### src/hw/rtl/rvn_pkg.sv
// Shared types and constants for the RMS vector normalizer.
// No dependencies; used by every RTL file of the block.
package rvn_pkg;

  localparam int DefMaxLen = 64;
  localparam int VecLenW   = 7;
  localparam int EpsW      = 16;
  localparam int IdxW      = 6;
  localparam int ValW      = 16;
  localparam int CfgIdxW   = 2;
  localparam int SumW      = 37;
  localparam int DivSh     = 45;   // dividend / quotient shift width
  localparam int DivD      = 32;   // divisor width
  localparam int DivStW    = 6;
  localparam int MeanW     = 46;
  localparam int RadW      = 62;
  localparam int RootW     = 31;
  localparam int NumW      = 44;
  localparam int QW        = 17;   // element quotient bits

  localparam logic [CfgIdxW-1:0] CfgVecLen = 2'd0;
  localparam logic [CfgIdxW-1:0] CfgEps    = 2'd1;

  localparam logic ModeWeight = 1'b0;
  localparam logic ModeData   = 1'b1;

  typedef enum logic [3:0] {
    S_IDLE, S_CHECK, S_MEAN, S_MEAN_W, S_ROOT, S_ROOT_W,
    S_RD, S_MUL, S_NUM, S_DIV, S_DIV_W, S_OUT
  } state_e;

  typedef struct packed {
    logic take;      // input word accepted
    logic mean_go;   // start sum / count divide
    logic sqrt_go;   // start root of mean plus eps
    logic elem_rd;   // read buffer and weight at current position
    logic elem_mul;  // register product
    logic elem_num;  // register dividend and overflow flag
    logic elem_go;   // start element divide
    logic out_load;  // load output word, advance position
    logic row_clr;   // clear sum, count, position
  } cmd_t;

  typedef struct packed {
    logic row_done;
    logic div_busy;
    logic sqrt_busy;
    logic skip_div;
    logic out_free;
    logic k_last;
  } sts_t;

endpackage

### src/hw/rtl/rms_vector_normalizer.sv
// Channel  | signals                    | content
// s_axis   | tvalid tready tdata tuser  | weight write or data element
// m_axis   | tvalid tready tdata tuser tlast | normalized element
// cfg      | valid ready index data     | vec_len (0), eps (1)
//
// A weight write is taken in idle; a data element is taken and then row-checked.
// A completed row of n elements then runs the mean divide and the root, then per
// element the setup states read, multiply and dividend, a divider start and wait
// (both skipped when the divide is skipped) and an output load, which waits while
// the output is stalled; input is held off during that pass.
// Reset clears row count, sum, position and control; memories are not cleared.
// Top level: RMS vector normalizer. Depends on rvn_pkg, rvn_ctrl, rvn_dpath.
module rms_vector_normalizer #(
  parameter int MAX_LEN = rvn_pkg::DefMaxLen
) (
  input  logic                        clk_i,
  input  logic                        rst_ni,
  input  logic                        s_axis_tvalid_i,
  output logic                        s_axis_tready_o,
  input  logic [23:0]                 s_axis_tdata_i,  // index[5:0], sample_value[21:6]
  input  logic                        s_axis_tuser_i,  // mode
  output logic                        m_axis_tvalid_o,
  input  logic                        m_axis_tready_i,
  output logic [23:0]                 m_axis_tdata_o,  // norm_value[15:0], position[21:16]
  output logic                        m_axis_tuser_o,  // saturated
  output logic                        m_axis_tlast_o,  // last
  input  logic                        cfg_valid_i,
  output logic                        cfg_ready_o,
  input  logic [rvn_pkg::CfgIdxW-1:0] cfg_index_i,
  input  logic [rvn_pkg::EpsW-1:0]    cfg_data_i
);
  import rvn_pkg::*;

  cmd_t cmd;
  sts_t sts;
  logic signed [ValW-1:0] norm;
  logic [IdxW-1:0]        pos;

  assign cfg_ready_o = 1'b1;

  rvn_ctrl u_ctrl (
    .clk_i      (clk_i),
    .rst_ni     (rst_ni),
    .in_valid_i (s_axis_tvalid_i),
    .mode_i     (s_axis_tuser_i),
    .in_ready_o (s_axis_tready_o),
    .sts_i      (sts),
    .cmd_o      (cmd)
  );

  rvn_dpath #(.MAX_LEN(MAX_LEN)) u_dpath (
    .clk_i       (clk_i),
    .rst_ni      (rst_ni),
    .cmd_i       (cmd),
    .sts_o       (sts),
    .cfg_valid_i (cfg_valid_i),
    .cfg_index_i (cfg_index_i),
    .cfg_data_i  (cfg_data_i),
    .mode_i      (s_axis_tuser_i),
    .idx_i       (s_axis_tdata_i[5:0]),
    .val_i       (s_axis_tdata_i[21:6]),
    .out_ready_i (m_axis_tready_i),
    .out_valid_o (m_axis_tvalid_o),
    .norm_o      (norm),
    .pos_o       (pos),
    .sat_o       (m_axis_tuser_o),
    .last_o      (m_axis_tlast_o)
  );

  assign m_axis_tdata_o = {2'b00, pos, norm};
endmodule

### src/hw/rtl/rvn_div.sv
// Restoring divider, one quotient bit per cycle.
// Depends on rvn_pkg for widths.
module rvn_div (
  input  logic                       clk_i,
  input  logic                       rst_ni,
  input  logic                       start_i,
  input  logic [rvn_pkg::DivD:0]     rem0_i,
  input  logic [rvn_pkg::DivSh-1:0]  sh0_i,
  input  logic [rvn_pkg::DivD-1:0]   dvs_i,
  input  logic [rvn_pkg::DivStW-1:0] steps_i,
  output logic                       busy_o,
  output logic [rvn_pkg::DivSh-1:0]  quo_o
);
  import rvn_pkg::*;

  logic [DivD:0]     rem_q, rem_d, trial;
  logic [DivSh-1:0]  sh_q, sh_d;
  logic [DivD-1:0]   dvs_q;
  logic [DivStW-1:0] cnt_q, cnt_d;
  logic              busy_q, busy_d;
  logic              fits;

  // Shift in the next dividend bit and try a subtract
  always_comb begin
    trial  = {rem_q[DivD-1:0], sh_q[DivSh-1]};
    fits   = trial >= {1'b0, dvs_q};
    rem_d  = rem_q;
    sh_d   = sh_q;
    cnt_d  = cnt_q;
    busy_d = busy_q;
    if (start_i) begin
      rem_d  = rem0_i;
      sh_d   = sh0_i;
      cnt_d  = steps_i;
      busy_d = 1'b1;
    end else if (busy_q) begin
      rem_d  = fits ? trial - {1'b0, dvs_q} : trial;
      sh_d   = {sh_q[DivSh-2:0], fits};
      cnt_d  = cnt_q - 1'b1;
      busy_d = cnt_q != DivStW'(1);
    end
  end

  always_ff @(posedge clk_i or negedge rst_ni) begin
    if (!rst_ni) begin
      busy_q <= 1'b0;
      cnt_q  <= '0;
    end else begin
      busy_q <= busy_d;
      cnt_q  <= cnt_d;
    end
  end

  always_ff @(posedge clk_i) begin
    rem_q <= rem_d;
    sh_q  <= sh_d;
    if (start_i) dvs_q <= dvs_i;
  end

  assign busy_o = busy_q;
  assign quo_o  = sh_q;
endmodule

### src/hw/rtl/rvn_sqrt.sv
// Digit-by-digit integer square root, one root bit per cycle.
// Depends on rvn_pkg for widths.
module rvn_sqrt (
  input  logic                      clk_i,
  input  logic                      rst_ni,
  input  logic                      start_i,
  input  logic [rvn_pkg::RadW-1:0]  rad_i,
  output logic                      busy_o,
  output logic [rvn_pkg::RootW-1:0] root_o
);
  import rvn_pkg::*;

  localparam int RemW = RootW + 4;
  localparam int CntW = $clog2(RootW + 1);

  logic [RemW-1:0]  rem_q, rem_d, trial;
  logic [RootW+1:0] tst;
  logic [RadW-1:0]  rad_q, rad_d;
  logic [RootW-1:0] root_q, root_d;
  logic [CntW-1:0]  cnt_q, cnt_d;
  logic             busy_q, busy_d;
  logic             fits;

  // Bring down two radicand bits and test the next root bit
  always_comb begin
    trial  = {rem_q[RemW-3:0], rad_q[RadW-1:RadW-2]};
    tst    = {root_q, 2'b01};
    fits   = trial >= RemW'(tst);
    rem_d  = rem_q;
    rad_d  = rad_q;
    root_d = root_q;
    cnt_d  = cnt_q;
    busy_d = busy_q;
    if (start_i) begin
      rem_d  = '0;
      rad_d  = rad_i;
      root_d = '0;
      cnt_d  = CntW'(RootW);
      busy_d = 1'b1;
    end else if (busy_q) begin
      rem_d  = fits ? trial - RemW'(tst) : trial;
      rad_d  = {rad_q[RadW-3:0], 2'b00};
      root_d = {root_q[RootW-2:0], fits};
      cnt_d  = cnt_q - 1'b1;
      busy_d = cnt_q != CntW'(1);
    end
  end

  always_ff @(posedge clk_i or negedge rst_ni) begin
    if (!rst_ni) begin
      busy_q <= 1'b0;
      cnt_q  <= '0;
    end else begin
      busy_q <= busy_d;
      cnt_q  <= cnt_d;
    end
  end

  always_ff @(posedge clk_i) begin
    rem_q  <= rem_d;
    rad_q  <= rad_d;
    root_q <= root_d;
  end

  assign busy_o = busy_q;
  assign root_o = root_q;
endmodule

### src/hw/rtl/rvn_dpath.sv
// Datapath: registers, row and weight memories, sum of squares,
// divider and root units, element scaling and output register.
// Depends on rvn_pkg, rvn_div and rvn_sqrt.
module rvn_dpath #(
  parameter int MAX_LEN = rvn_pkg::DefMaxLen
) (
  input  logic                        clk_i,
  input  logic                        rst_ni,
  input  rvn_pkg::cmd_t               cmd_i,
  output rvn_pkg::sts_t               sts_o,
  input  logic                        cfg_valid_i,
  input  logic [rvn_pkg::CfgIdxW-1:0] cfg_index_i,
  input  logic [rvn_pkg::EpsW-1:0]    cfg_data_i,
  input  logic                        mode_i,
  input  logic [rvn_pkg::IdxW-1:0]    idx_i,
  input  logic signed [rvn_pkg::ValW-1:0] val_i,
  input  logic                        out_ready_i,
  output logic                        out_valid_o,
  output logic signed [rvn_pkg::ValW-1:0] norm_o,
  output logic [rvn_pkg::IdxW-1:0]    pos_o,
  output logic                        sat_o,
  output logic                        last_o
);
  import rvn_pkg::*;

  localparam int AW = $clog2(MAX_LEN);
  localparam int CW = $clog2(MAX_LEN + 1);

  // Configuration registers
  logic [VecLenW-1:0] vec_len_q;
  logic [EpsW-1:0]    eps_q;

  always_ff @(posedge clk_i or negedge rst_ni) begin
    if (!rst_ni) begin
      vec_len_q <= VecLenW'(64);
      eps_q     <= EpsW'(17);
    end else if (cfg_valid_i) begin
      if (cfg_index_i == CfgVecLen) vec_len_q <= cfg_data_i[VecLenW-1:0];
      if (cfg_index_i == CfgEps)    eps_q     <= cfg_data_i;
    end
  end

  // Row bookkeeping
  logic [SumW-1:0] sum_q;
  logic [CW-1:0]   count_q, k_q;
  logic [31:0]     square;
  logic            take_data, take_wt, room;
  logic [VecLenW-1:0] len_c;

  assign take_data = cmd_i.take && (mode_i == ModeData);
  assign take_wt   = cmd_i.take && (mode_i == ModeWeight) &&
                     ({1'b0, idx_i} < (IdxW + 1)'(MAX_LEN));
  assign room      = count_q < CW'(MAX_LEN);
  assign square    = 32'(val_i * val_i);

  always_comb begin
    if (vec_len_q == '0)                       len_c = VecLenW'(1);
    else if (vec_len_q > VecLenW'(MAX_LEN))    len_c = VecLenW'(MAX_LEN);
    else                                       len_c = vec_len_q;
  end

  always_ff @(posedge clk_i or negedge rst_ni) begin
    if (!rst_ni) begin
      sum_q   <= '0;
      count_q <= '0;
      k_q     <= '0;
    end else if (cmd_i.row_clr) begin
      sum_q   <= '0;
      count_q <= '0;
      k_q     <= '0;
    end else begin
      if (take_data && room) begin
        sum_q   <= sum_q + SumW'(square);
        count_q <= count_q + 1'b1;
      end
      if (cmd_i.out_load) k_q <= k_q + 1'b1;
    end
  end

  // Memories: one write port, one registered read port each
  logic signed [ValW-1:0] rbuf [MAX_LEN];
  logic signed [ValW-1:0] wmem [MAX_LEN];
  logic signed [ValW-1:0] x_q, w_q;

  always_ff @(posedge clk_i) begin
    if (take_data && room) rbuf[count_q[AW-1:0]] <= val_i;
    if (cmd_i.elem_rd)     x_q <= rbuf[k_q[AW-1:0]];
  end

  always_ff @(posedge clk_i) begin
    if (take_wt)       wmem[idx_i[AW-1:0]] <= val_i;
    if (cmd_i.elem_rd) w_q <= wmem[k_q[AW-1:0]];
  end

  // Shared divider: mean square, then one quotient per element unless the divide is skipped
  logic [DivD:0]     rem0;
  logic [DivSh-1:0]  sh0, quo;
  logic [DivD-1:0]   dvs;
  logic [DivStW-1:0] steps;
  logic              div_busy;
  logic [RootW-1:0]  root;
  logic [NumW-1:0]   num_q;

  always_comb begin
    if (cmd_i.mean_go) begin
      rem0  = '0;
      sh0   = {sum_q, 8'b0};
      dvs   = DivD'(count_q);
      steps = DivStW'(DivSh);
    end else begin
      rem0  = (DivD + 1)'(num_q[NumW-1:QW]);
      sh0   = {num_q[QW-1:0], (DivSh - QW)'(0)};
      dvs   = {root, 1'b0};
      steps = DivStW'(QW);
    end
  end

  rvn_div u_div (
    .clk_i   (clk_i),
    .rst_ni  (rst_ni),
    .start_i (cmd_i.mean_go || cmd_i.elem_go),
    .rem0_i  (rem0),
    .sh0_i   (sh0),
    .dvs_i   (dvs),
    .steps_i (steps),
    .busy_o  (div_busy),
    .quo_o   (quo)
  );

  // Root of mean square plus eps
  logic [MeanW-1:0] mean;
  logic             sqrt_busy;

  assign mean = MeanW'(quo) + MeanW'(eps_q);

  rvn_sqrt u_sqrt (
    .clk_i   (clk_i),
    .rst_ni  (rst_ni),
    .start_i (cmd_i.sqrt_go),
    .rad_i   ({mean, 16'b0}),
    .busy_o  (sqrt_busy),
    .root_o  (root)
  );

  // Element scaling: product, magnitude, rounded dividend
  logic signed [31:0] p_q;
  logic [30:0]        mag;
  logic [NumW-1:0]    num_d;
  logic               neg_q, ovf_q;

  assign mag   = p_q[31] ? 31'(-p_q) : 31'(p_q);
  assign num_d = NumW'({mag, 13'b0}) + NumW'(root);

  always_ff @(posedge clk_i) begin
    if (cmd_i.elem_mul) p_q <= x_q * w_q;
    if (cmd_i.elem_num) begin
      num_q <= num_d;
      neg_q <= p_q[31];
      ovf_q <= {5'b0, num_d} >= {root, 1'b0, QW'(0)};
    end
  end

  // Saturate and load the output word
  logic [QW-1:0]   q;
  logic [ValW-1:0] res;
  logic            sat, out_valid_q;

  always_comb begin
    q   = quo[QW-1:0];
    sat = 1'b0;
    res = '0;
    if (root == '0) begin
      res = '0;
    end else if (neg_q) begin
      if (ovf_q || q > QW'(32768)) begin
        sat = 1'b1;
        res = 16'h8000;
      end else begin
        res = ValW'(-q);
      end
    end else begin
      if (ovf_q || q > QW'(32767)) begin
        sat = 1'b1;
        res = 16'h7fff;
      end else begin
        res = ValW'(q);
      end
    end
  end

  always_ff @(posedge clk_i or negedge rst_ni) begin
    if (!rst_ni)             out_valid_q <= 1'b0;
    else if (cmd_i.out_load) out_valid_q <= 1'b1;
    else if (out_ready_i)    out_valid_q <= 1'b0;
  end

  always_ff @(posedge clk_i) begin
    if (cmd_i.out_load) begin
      norm_o <= res;
      pos_o  <= IdxW'(k_q);
      sat_o  <= sat;
      last_o <= sts_o.k_last;
    end
  end

  assign out_valid_o = out_valid_q;

  // Status to the controller
  assign sts_o.row_done  = VecLenW'(count_q) >= len_c;
  assign sts_o.div_busy  = div_busy;
  assign sts_o.sqrt_busy = sqrt_busy;
  assign sts_o.skip_div  = ovf_q || (root == '0);
  assign sts_o.out_free  = !out_valid_q || out_ready_i;
  assign sts_o.k_last    = CW'(k_q + 1'b1) == count_q;
endmodule

### src/hw/rtl/rvn_ctrl.sv
// Controller state machine: sequences input, mean, root and the
// per-element output pass. Depends on rvn_pkg.
module rvn_ctrl (
  input  logic          clk_i,
  input  logic          rst_ni,
  input  logic          in_valid_i,
  input  logic          mode_i,
  output logic          in_ready_o,
  input  rvn_pkg::sts_t sts_i,
  output rvn_pkg::cmd_t cmd_o
);
  import rvn_pkg::*;

  state_e state_q, state_d;

  always_ff @(posedge clk_i or negedge rst_ni) begin
    if (!rst_ni) state_q <= S_IDLE;
    else         state_q <= state_d;
  end

  // Next state and commands
  always_comb begin
    state_d    = state_q;
    cmd_o      = '0;
    in_ready_o = 1'b0;
    unique case (state_q)
      S_IDLE: begin
        in_ready_o = 1'b1;
        if (in_valid_i) begin
          cmd_o.take = 1'b1;
          if (mode_i == ModeData) state_d = S_CHECK;
        end
      end
      S_CHECK:  state_d = sts_i.row_done ? S_MEAN : S_IDLE;
      S_MEAN: begin
        cmd_o.mean_go = 1'b1;
        state_d = S_MEAN_W;
      end
      S_MEAN_W: if (!sts_i.div_busy) state_d = S_ROOT;
      S_ROOT: begin
        cmd_o.sqrt_go = 1'b1;
        state_d = S_ROOT_W;
      end
      S_ROOT_W: if (!sts_i.sqrt_busy) state_d = S_RD;
      S_RD: begin
        cmd_o.elem_rd = 1'b1;
        state_d = S_MUL;
      end
      S_MUL: begin
        cmd_o.elem_mul = 1'b1;
        state_d = S_NUM;
      end
      S_NUM: begin
        cmd_o.elem_num = 1'b1;
        state_d = S_DIV;
      end
      S_DIV: begin
        if (sts_i.skip_div) begin
          state_d = S_OUT;
        end else begin
          cmd_o.elem_go = 1'b1;
          state_d = S_DIV_W;
        end
      end
      S_DIV_W: if (!sts_i.div_busy) state_d = S_OUT;
      S_OUT: begin
        if (sts_i.out_free) begin
          cmd_o.out_load = 1'b1;
          if (sts_i.k_last) begin
            cmd_o.row_clr = 1'b1;
            state_d = S_IDLE;
          end else begin
            state_d = S_RD;
          end
        end
      end
      default: state_d = S_IDLE;
    endcase
  end
endmodule

### config.mk
export PLATFORM = sky130hd
export DESIGN_NAME = rms_vector_normalizer
export DESIGN_NICKNAME = d
export VERILOG_FILES = /design/src/hw/rtl/rvn_pkg.sv /design/src/hw/rtl/rms_vector_normalizer.sv /design/src/hw/rtl/rvn_div.sv /design/src/hw/rtl/rvn_sqrt.sv /design/src/hw/rtl/rvn_dpath.sv /design/src/hw/rtl/rvn_ctrl.sv
export SDC_FILE = /design/constraint.sdc
export NUM_CORES = 2
export LEC_CHECK = 0
export BUFFER_PORTS_ARGS = -buffer_cell sky130_fd_sc_hd__buf_4
export CORE_MARGIN = 2
export CORE_UTILIZATION = 44
export DETAILED_ROUTE_END_ITERATION = 16
export PLACE_DENSITY = 0.65
export SETUP_SLACK_MARGIN = 0.5
export SYNTH_ARGS = -nofsm -noshare
export SYNTH_HDL_FRONTEND = slang
export SYNTH_SLANG_ARGS = --single-unit
### constraint.sdc
create_clock -name clk_i -period 7.4 [get_ports clk_i]
set_clock_uncertainty 0.2 [all_clocks]
set_input_delay 0.74 -clock clk_i [delete_from_list [all_inputs] [get_ports clk_i]]
set_output_delay 0.74 -clock clk_i [all_outputs]
set_load 0.01 [all_outputs]
Yosys cells after proc, flatten, opt, wreduce, memory -nomap -nowiden
Memory sizes are Yosys's and may differ from the RTL's. A register that Yosys moved wholly into a read port is not among the register bits.
Index checks and enable logic that the tools add are counted.
{"block": "totals", "mem_bits_rw": 2048, "input_bits": 48, "out_inout_bits": 29, "register_bits": 413, "word_cells": 157, "mem_count": 2, "romBits": 0, "latch_bits": 0}
{"memory": "u_dpath.rbuf", "words": 64, "word_bits": 16, "read_ports": 1, "rd_ports_with_merged_regs": 1, "wr": 1, "line": "rvn_dpath.sv:81", "rtl": "logic signed [ValW-1:0] rbuf [MAX_LEN];"}
{"memory": "u_dpath.wmem", "words": 64, "word_bits": 16, "read_ports": 1, "rd_ports_with_merged_regs": 1, "wr": 1, "line": "rvn_dpath.sv:82", "rtl": "logic signed [ValW-1:0] wmem [MAX_LEN];"}
{"block": "op_classes", "n_eq_ne": 21, "div_mod_pow": 0, "bitwise": 1, "mux": 64, "n_mul": 2, "reduce_logical": 21, "n_addsub": 11, "n_lt_le_gt_ge": 8, "shift": 0}
{"cell": "45-bit two-way mux", "n": 3}
{"cell": "62-bit two-way mux", "n": 2}
{"cell": "32-bit two-way mux", "n": 3}
{"cell": "37-bit two-way mux", "n": 2}
{"cell": "16-bit by 16-bit multiplier with 32-bit output", "n": 2}
{"cell": "44-bit by 49-bit greater-or-equal comparator with 1-bit output", "n": 1}
{"cell": "7-bit two-way mux", "n": 7}
{"cell": "16-bit two-way mux", "n": 3}
{"cell": "4-bit one-hot mux with 12 select lines", "n": 1}
{"cell": "45-bit by 16-bit adder with 46-bit output", "n": 1}
{"cell": "44-bit by 31-bit adder with 44-bit output", "n": 1}
{"cell": "37-bit by 32-bit adder with 37-bit output", "n": 1}
{"cell": "35-bit by 33-bit greater-or-equal comparator with 1-bit output", "n": 1}
{"cell": "33-bit by 32-bit greater-or-equal comparator with 1-bit output", "n": 1}
{"cell": "33-bit two-way mux", "n": 1}
{"cell": "33-bit subtractor", "n": 1}
{"cell": "32-bit subtractor", "n": 1}
{"cell": "31-bit zero test", "n": 1}
{"cell": "31-bit two-way mux", "n": 1}
{"cell": "31-bit negation", "n": 1}
{"cell": "27-bit two-way mux", "n": 1}
{"cell": "1-bit two-way mux", "n": 25}
{"cell": "4-bit two-way mux", "n": 6}
{"cell": "6-bit two-way mux", "n": 3}
{"cell": "31 further kinds", "n": 58}

Logic depth before layout (Yosys ltp)
{"block": "depth", "depth_word": 7, "mapped_depth": 35}

Modules after synthesis
A second synthesis with hierarchy kept.
{"block": "unflattened", "cells_unflattened": 8867, "hier_area_um2": 126665.2}
{"module": "rvn_dpath", "n_inst": 1, "area_each_um2": 111963.6, "seq_area_each_um2": 67403.4, "cells_each": 7494}
{"module": "rvn_sqrt", "n_inst": 1, "area_each_um2": 7373.3, "seq_area_each_um2": 3293.2, "cells_each": 732}
{"module": "rvn_div", "n_inst": 1, "area_each_um2": 6876.6, "seq_area_each_um2": 3448.3, "cells_each": 585}
{"module": "rvn_ctrl", "n_inst": 1, "area_each_um2": 421.7, "seq_area_each_um2": 100.1, "cells_each": 51}
{"module": "rms_vector_normalizer", "n_inst": 1, "area_each_um2": 30.0, "seq_area_each_um2": 0.0, "cells_each": 5}

Worst setup path after synthesis
OpenSTA, ideal clock, no wires.
{"block": "synth_path", "kind": "input -> register", "startpoint": "in s_axis_tdata_i[11]", "endpoint": "reg u_dpath.sum_q[32]", "t_arrival_ps": 7900, "required_ps": 7064, "path_buffers": 2, "slack_ps": -837, "cell_stages": 31, "setup_time_ps": 136, "path_cell_list": "clkbuf_1 clkbuf_1 nand2_1 fa_1 inv_1 fa_1 fa_1 fa_1 fa_1 inv_1 fa_1 inv_1 ha_1 nand3_1 nor3_1 and3_1 a31oi_1 a21oi_1 a21oi_1 xnor2_1 ha_1 a21o_1 a21o_1 a21oi_1 nor2_1 a2111oi_0 o41ai_1 a211o_1 a21oi_1 or3_1 a21oi_1"}
{"block": "synth_between", "elab_chain_len": 4}
{"item": "from (decl)", "line": "rms_vector_normalizer.sv:20", "rtl": "input logic [23:0] s_axis_tdata_i,"}
{"item": "16-bit by 16-bit multiplier with 32-bit output", "line": "rvn_dpath.sv:54", "rtl": "assign square = 32'(val_i * val_i);"}
{"item": "37-bit by 32-bit adder with 37-bit output", "line": "rvn_dpath.sv:73", "rtl": "sum_q <= sum_q + SumW'(square);"}
{"item": "37-bit two-way mux", "line": "rvn_dpath.sv:72", "rtl": "if (take_data && room) begin"}
{"item": "37-bit two-way mux", "line": "rvn_dpath.sv:67", "rtl": "end else if (cmd_i.row_clr) begin"}
{"item": "to (signal assigned)", "line": "rvn_dpath.sv:73"}
{"item": "to (decl)", "line": "rvn_dpath.sv:44", "rtl": "logic [SumW-1:0] sum_q;"}
Every way passes these cells. The select of a mux whose other input is x is not followed.
A chain may end at the register's enable or synchronous reset.

Final worst setup path
{"block": "layout_path", "startpoint": "in s_axis_tdata_i[16]", "endpoint": "reg u_dpath.sum_q[36]"}
Same word-level chain as after synthesis.

==> flow_summary.toml <==
[status]
status = "complete, but fails checks"
violations = "negative setup slack"

[grt]
grt.total_usage_pct = 22.1
grt.busiest_layer = "met2"
grt_use_met2_pct = 36.4
grt_use_met3_pct = 3.00
antenna_found_initial = 11
grt_pass1_vias = 71300
grt_pass1_wl_mm = 469
overflow = 0
grtUsageMet1_pct = 30.8
grt_max_degree = 126

[logic_synthesis]
syn_area_sq_um = 123000
ys.flop_type = "edfxtp_1"
synth_warnings = 0
yosys.area_share.adder_pct = 11.7
synthSimpleGateAreaFrac_pct = 5.95
synth_seq_cells = 2493
synth_mux_area_share_pct = 13.0
synth_top_family_by_area = "multiplexers"
ys_types = 89
synth_top_area_share_pct = 57.1
syn-mean-instance-area_sq_um = 15.8
synth_seq_area_share_pct = 60.1
synth_edf_count = 2337
synthTopCellsByArea = "edfxtp_1 (57%), mux4_2 (12%), fa_1 (8.2%)"
synthCells = 7773
synth_top_cell_by_area = "edfxtp_1"
synth-async-reset-ratio_pct = 3.69
synthXorXnorAreaFrac_pct = 1.99
synth_compound_area_share_pct = 4.08

[sta]
hold_viol = 0
worst_pin_slew_ps = 1210
finalWorstSetupSlack_ps = -61.9
period_minus_slack_ps = 7460
finalCritPeriodShare_pct = 101
slew_headroom_pct = 19.0
fmax_mhz = 134
setup_tns_ps = -192
drv_slew = 0
setup_viol = 4
rsz0062_at_grt = "yes"

[worst_setup_path]
cp-start-kind = "primary input"
crit_path_end = "u_dpath.sum_q[36]"
rr_endpoint = "u_dpath.p_q[31]"
crit_type = "primary input to flop"
r2r_cells = 22
critical_path.top_delay_family = "adder cells"
cp-end-kind = "flop"
rrSetupSlack_ps = 720
cp.required_ps = 7940
cp.buffers_inverters = 7
crit_path_start = "s_axis_tdata_i[16]"
slowest_stage = "fa_2"
cp.arrival_ps = 8000
max_stage_delay_ps = 580
path_depth = 32
critPathMaxFanout = 8
crit_top_cell = "fa_1"
rr_startpoint = "u_dpath.x_q[6]"

[routing]
drt_iter0_drc = 6907
via_per_inst = 5.70
route.detailed.drc = 0
via_count = 70100
dr.pass1.iters = 8
detail-route-antenna-nets = 0
wl_per_cell_um = 25.7
detail_route.wirelength_mm = 317

[floorplanning]
rows = 193
die_h_um = 532
pin_count = 77
start_util_pct = 44.3
core_region_area_sq_um = 277000
die_w_um = 532
dieArea_sq_um = 283000

[clocking]
htree_levels = 5
insertion_delay_ps = 890
numCtsBuffers = 267
cts_sinks = 2493
cts_tree = "done"
cts-root-buf = "clkbuf_16"
clk_pin_slew_ps = 70
cts_buffer_depth = 4

[finish]
utilization_pct = 51.0
fin_nets = 9310
area_growth_pct = 15.1
drive_above_1_share_pct = 22.8
final_design_area_no_fill_sq_um = 141000

[worst_hold_path]
hold_path.class = "primary input to flop"
hold_depth = 2
hp-start = "s_axis_tdata_i[7]"

[place]
dp_hpwl_mm = 211
place.gp.congestion = 0.852
placed_cell_area_sq_um = 131000
portBuffers = 71

[run]
cap_violations = 0
## cell families (layout without fill, tap and decap cells)
group | after synthesis | count (layout)
simple gates | 1560 | 1560
buf+inv | 1021 | 1852
flops | 2493 | 2493
fa+ha+maj | 849 | 849
xor+xnor | 279 | 279
other cells | 2 | 10
mux | 756 | 756
compound gates | 813 | 813
## cell usage after synthesis, types with 15 or more instances
cell,count
a21o_1,82
a21oi_1,208
a22oi_1,19
a31oi_1,38
and2_1,140
and3_1,30
buf_1,66
clkbuf_1,241
dfrtp_1,89
dfxtp_1,64
edfxtp_1,2337
fa_1,502
ha_1,347
inv_1,700
mux2_2,25
mux2i_1,59
mux4_2,672
nand2_1,572
nand2b_1,58
nand3_1,98
nand4_1,35
nor2_1,389
nor2b_1,41
nor3_1,62
nor4_1,15
o21a_1,26
o21ai_0,260
o21bai_1,17
o31ai_1,20
or3_1,37
xnor2_1,188
xor2_1,91
## state kept, by name, indices dropped and copies added (netlist names), 16 cells and up
register / count
u_dpath.rbuf: 1024
u_dpath.wmem: 1024
u_dpath.u_sqrt.rad_q: 46
u_dpath.u_div.quo_o: 45
u_dpath.num_q: 44
u_dpath.sum_q: 37
u_dpath.u_sqrt.rem_q: 33
u_dpath.p_q: 32
u_dpath.u_div.dvs_q: 32
u_dpath.u_div.rem_q: 32
u_dpath.u_sqrt.root_o: 31
u_dpath.eps_q: 16
u_dpath.norm_o: 16
u_dpath.w_q: 16
u_dpath.x_q: 16
## layer usage
| layer | vias up | share of wire (%) |
|---|---|---|
| li1 | 30300 | - |
| met1 | 36800 | 42 |
| met2 | 2587 | 48 |
| met3 | 469 | 6.5 |
| met4 | 4 | 3.0 |
| met5 | - | 0.0085 |
## layout make-up
class | instances | area (sq um)
clock inverter | 131 | 1230
antenna | 7 | 17.5
fill | 22500 | 136000
clock buffer | 330 | 7090
timing repair buffer | 689 | 5760
multi-input combinational | 4260 | 46200
sequential | 2493 | 73800
tap | 3705 | 4640
inverter | 702 | 2640
## timing repair
item,in CTS,in global routing
hold buffers,21,1
hold endpoints to repair,68,1
setup buffers,55,26
pin swaps,69,53
setup endpoints to repair,29,30
gates resized for setup,90,89
## cells in the final DEF, fill, tap and decap left out, types with 34 or more instances in the layout
master,n
edfxtp_1,2337
inv_1,683
mux4_2,672
buf_4,603
nand2_1,555
fa_1,493
nor2_1,366
ha_1,328
clkbuf_16,273
o21ai_0,241
a21oi_1,179
xnor2_1,173
and2_1,133
nand3_1,96
xor2_1,89
a21o_1,82
dfrtp_1,82
dfxtp_1,64
mux2i_1,59
nand2b_1,58
clkbuf_1,53
nor3_1,51
clkinv_1,45
clkinv_2,44
nor2b_1,41
nand4_1,35
or3_1,34
## worst min path at each step
stage | endpoint | slack [ps]
after global routing | u_dpath.wmem[12][7] | 30
after CTS | u_dpath.wmem[0][8] | 20
after floorplan | u_dpath.pos_o[2] | 220
after global placement | u_dpath.u_sqrt.rem_q[0] | 290
final | u_dpath.wmem[4][1] | 80
after detailed placement | u_dpath.u_sqrt.rem_q[0] | 290
## stage by stage
stage	hold slack, ps	worst slack, ps	std cells
3_5_place_dp	292	-1220	11700
2_1_floorplan	223	-240	7774
3_3_place_gp	290	-1090	11700
6_report	78.7	-61.9	12300
5_1_grt	27.4	-262	12300
4_1_cts	21.0	73.4	12300
Power is left out: the tool's default activity adds up to more than one toggle a clock period on the data nets, which glitch-free logic cannot reach.
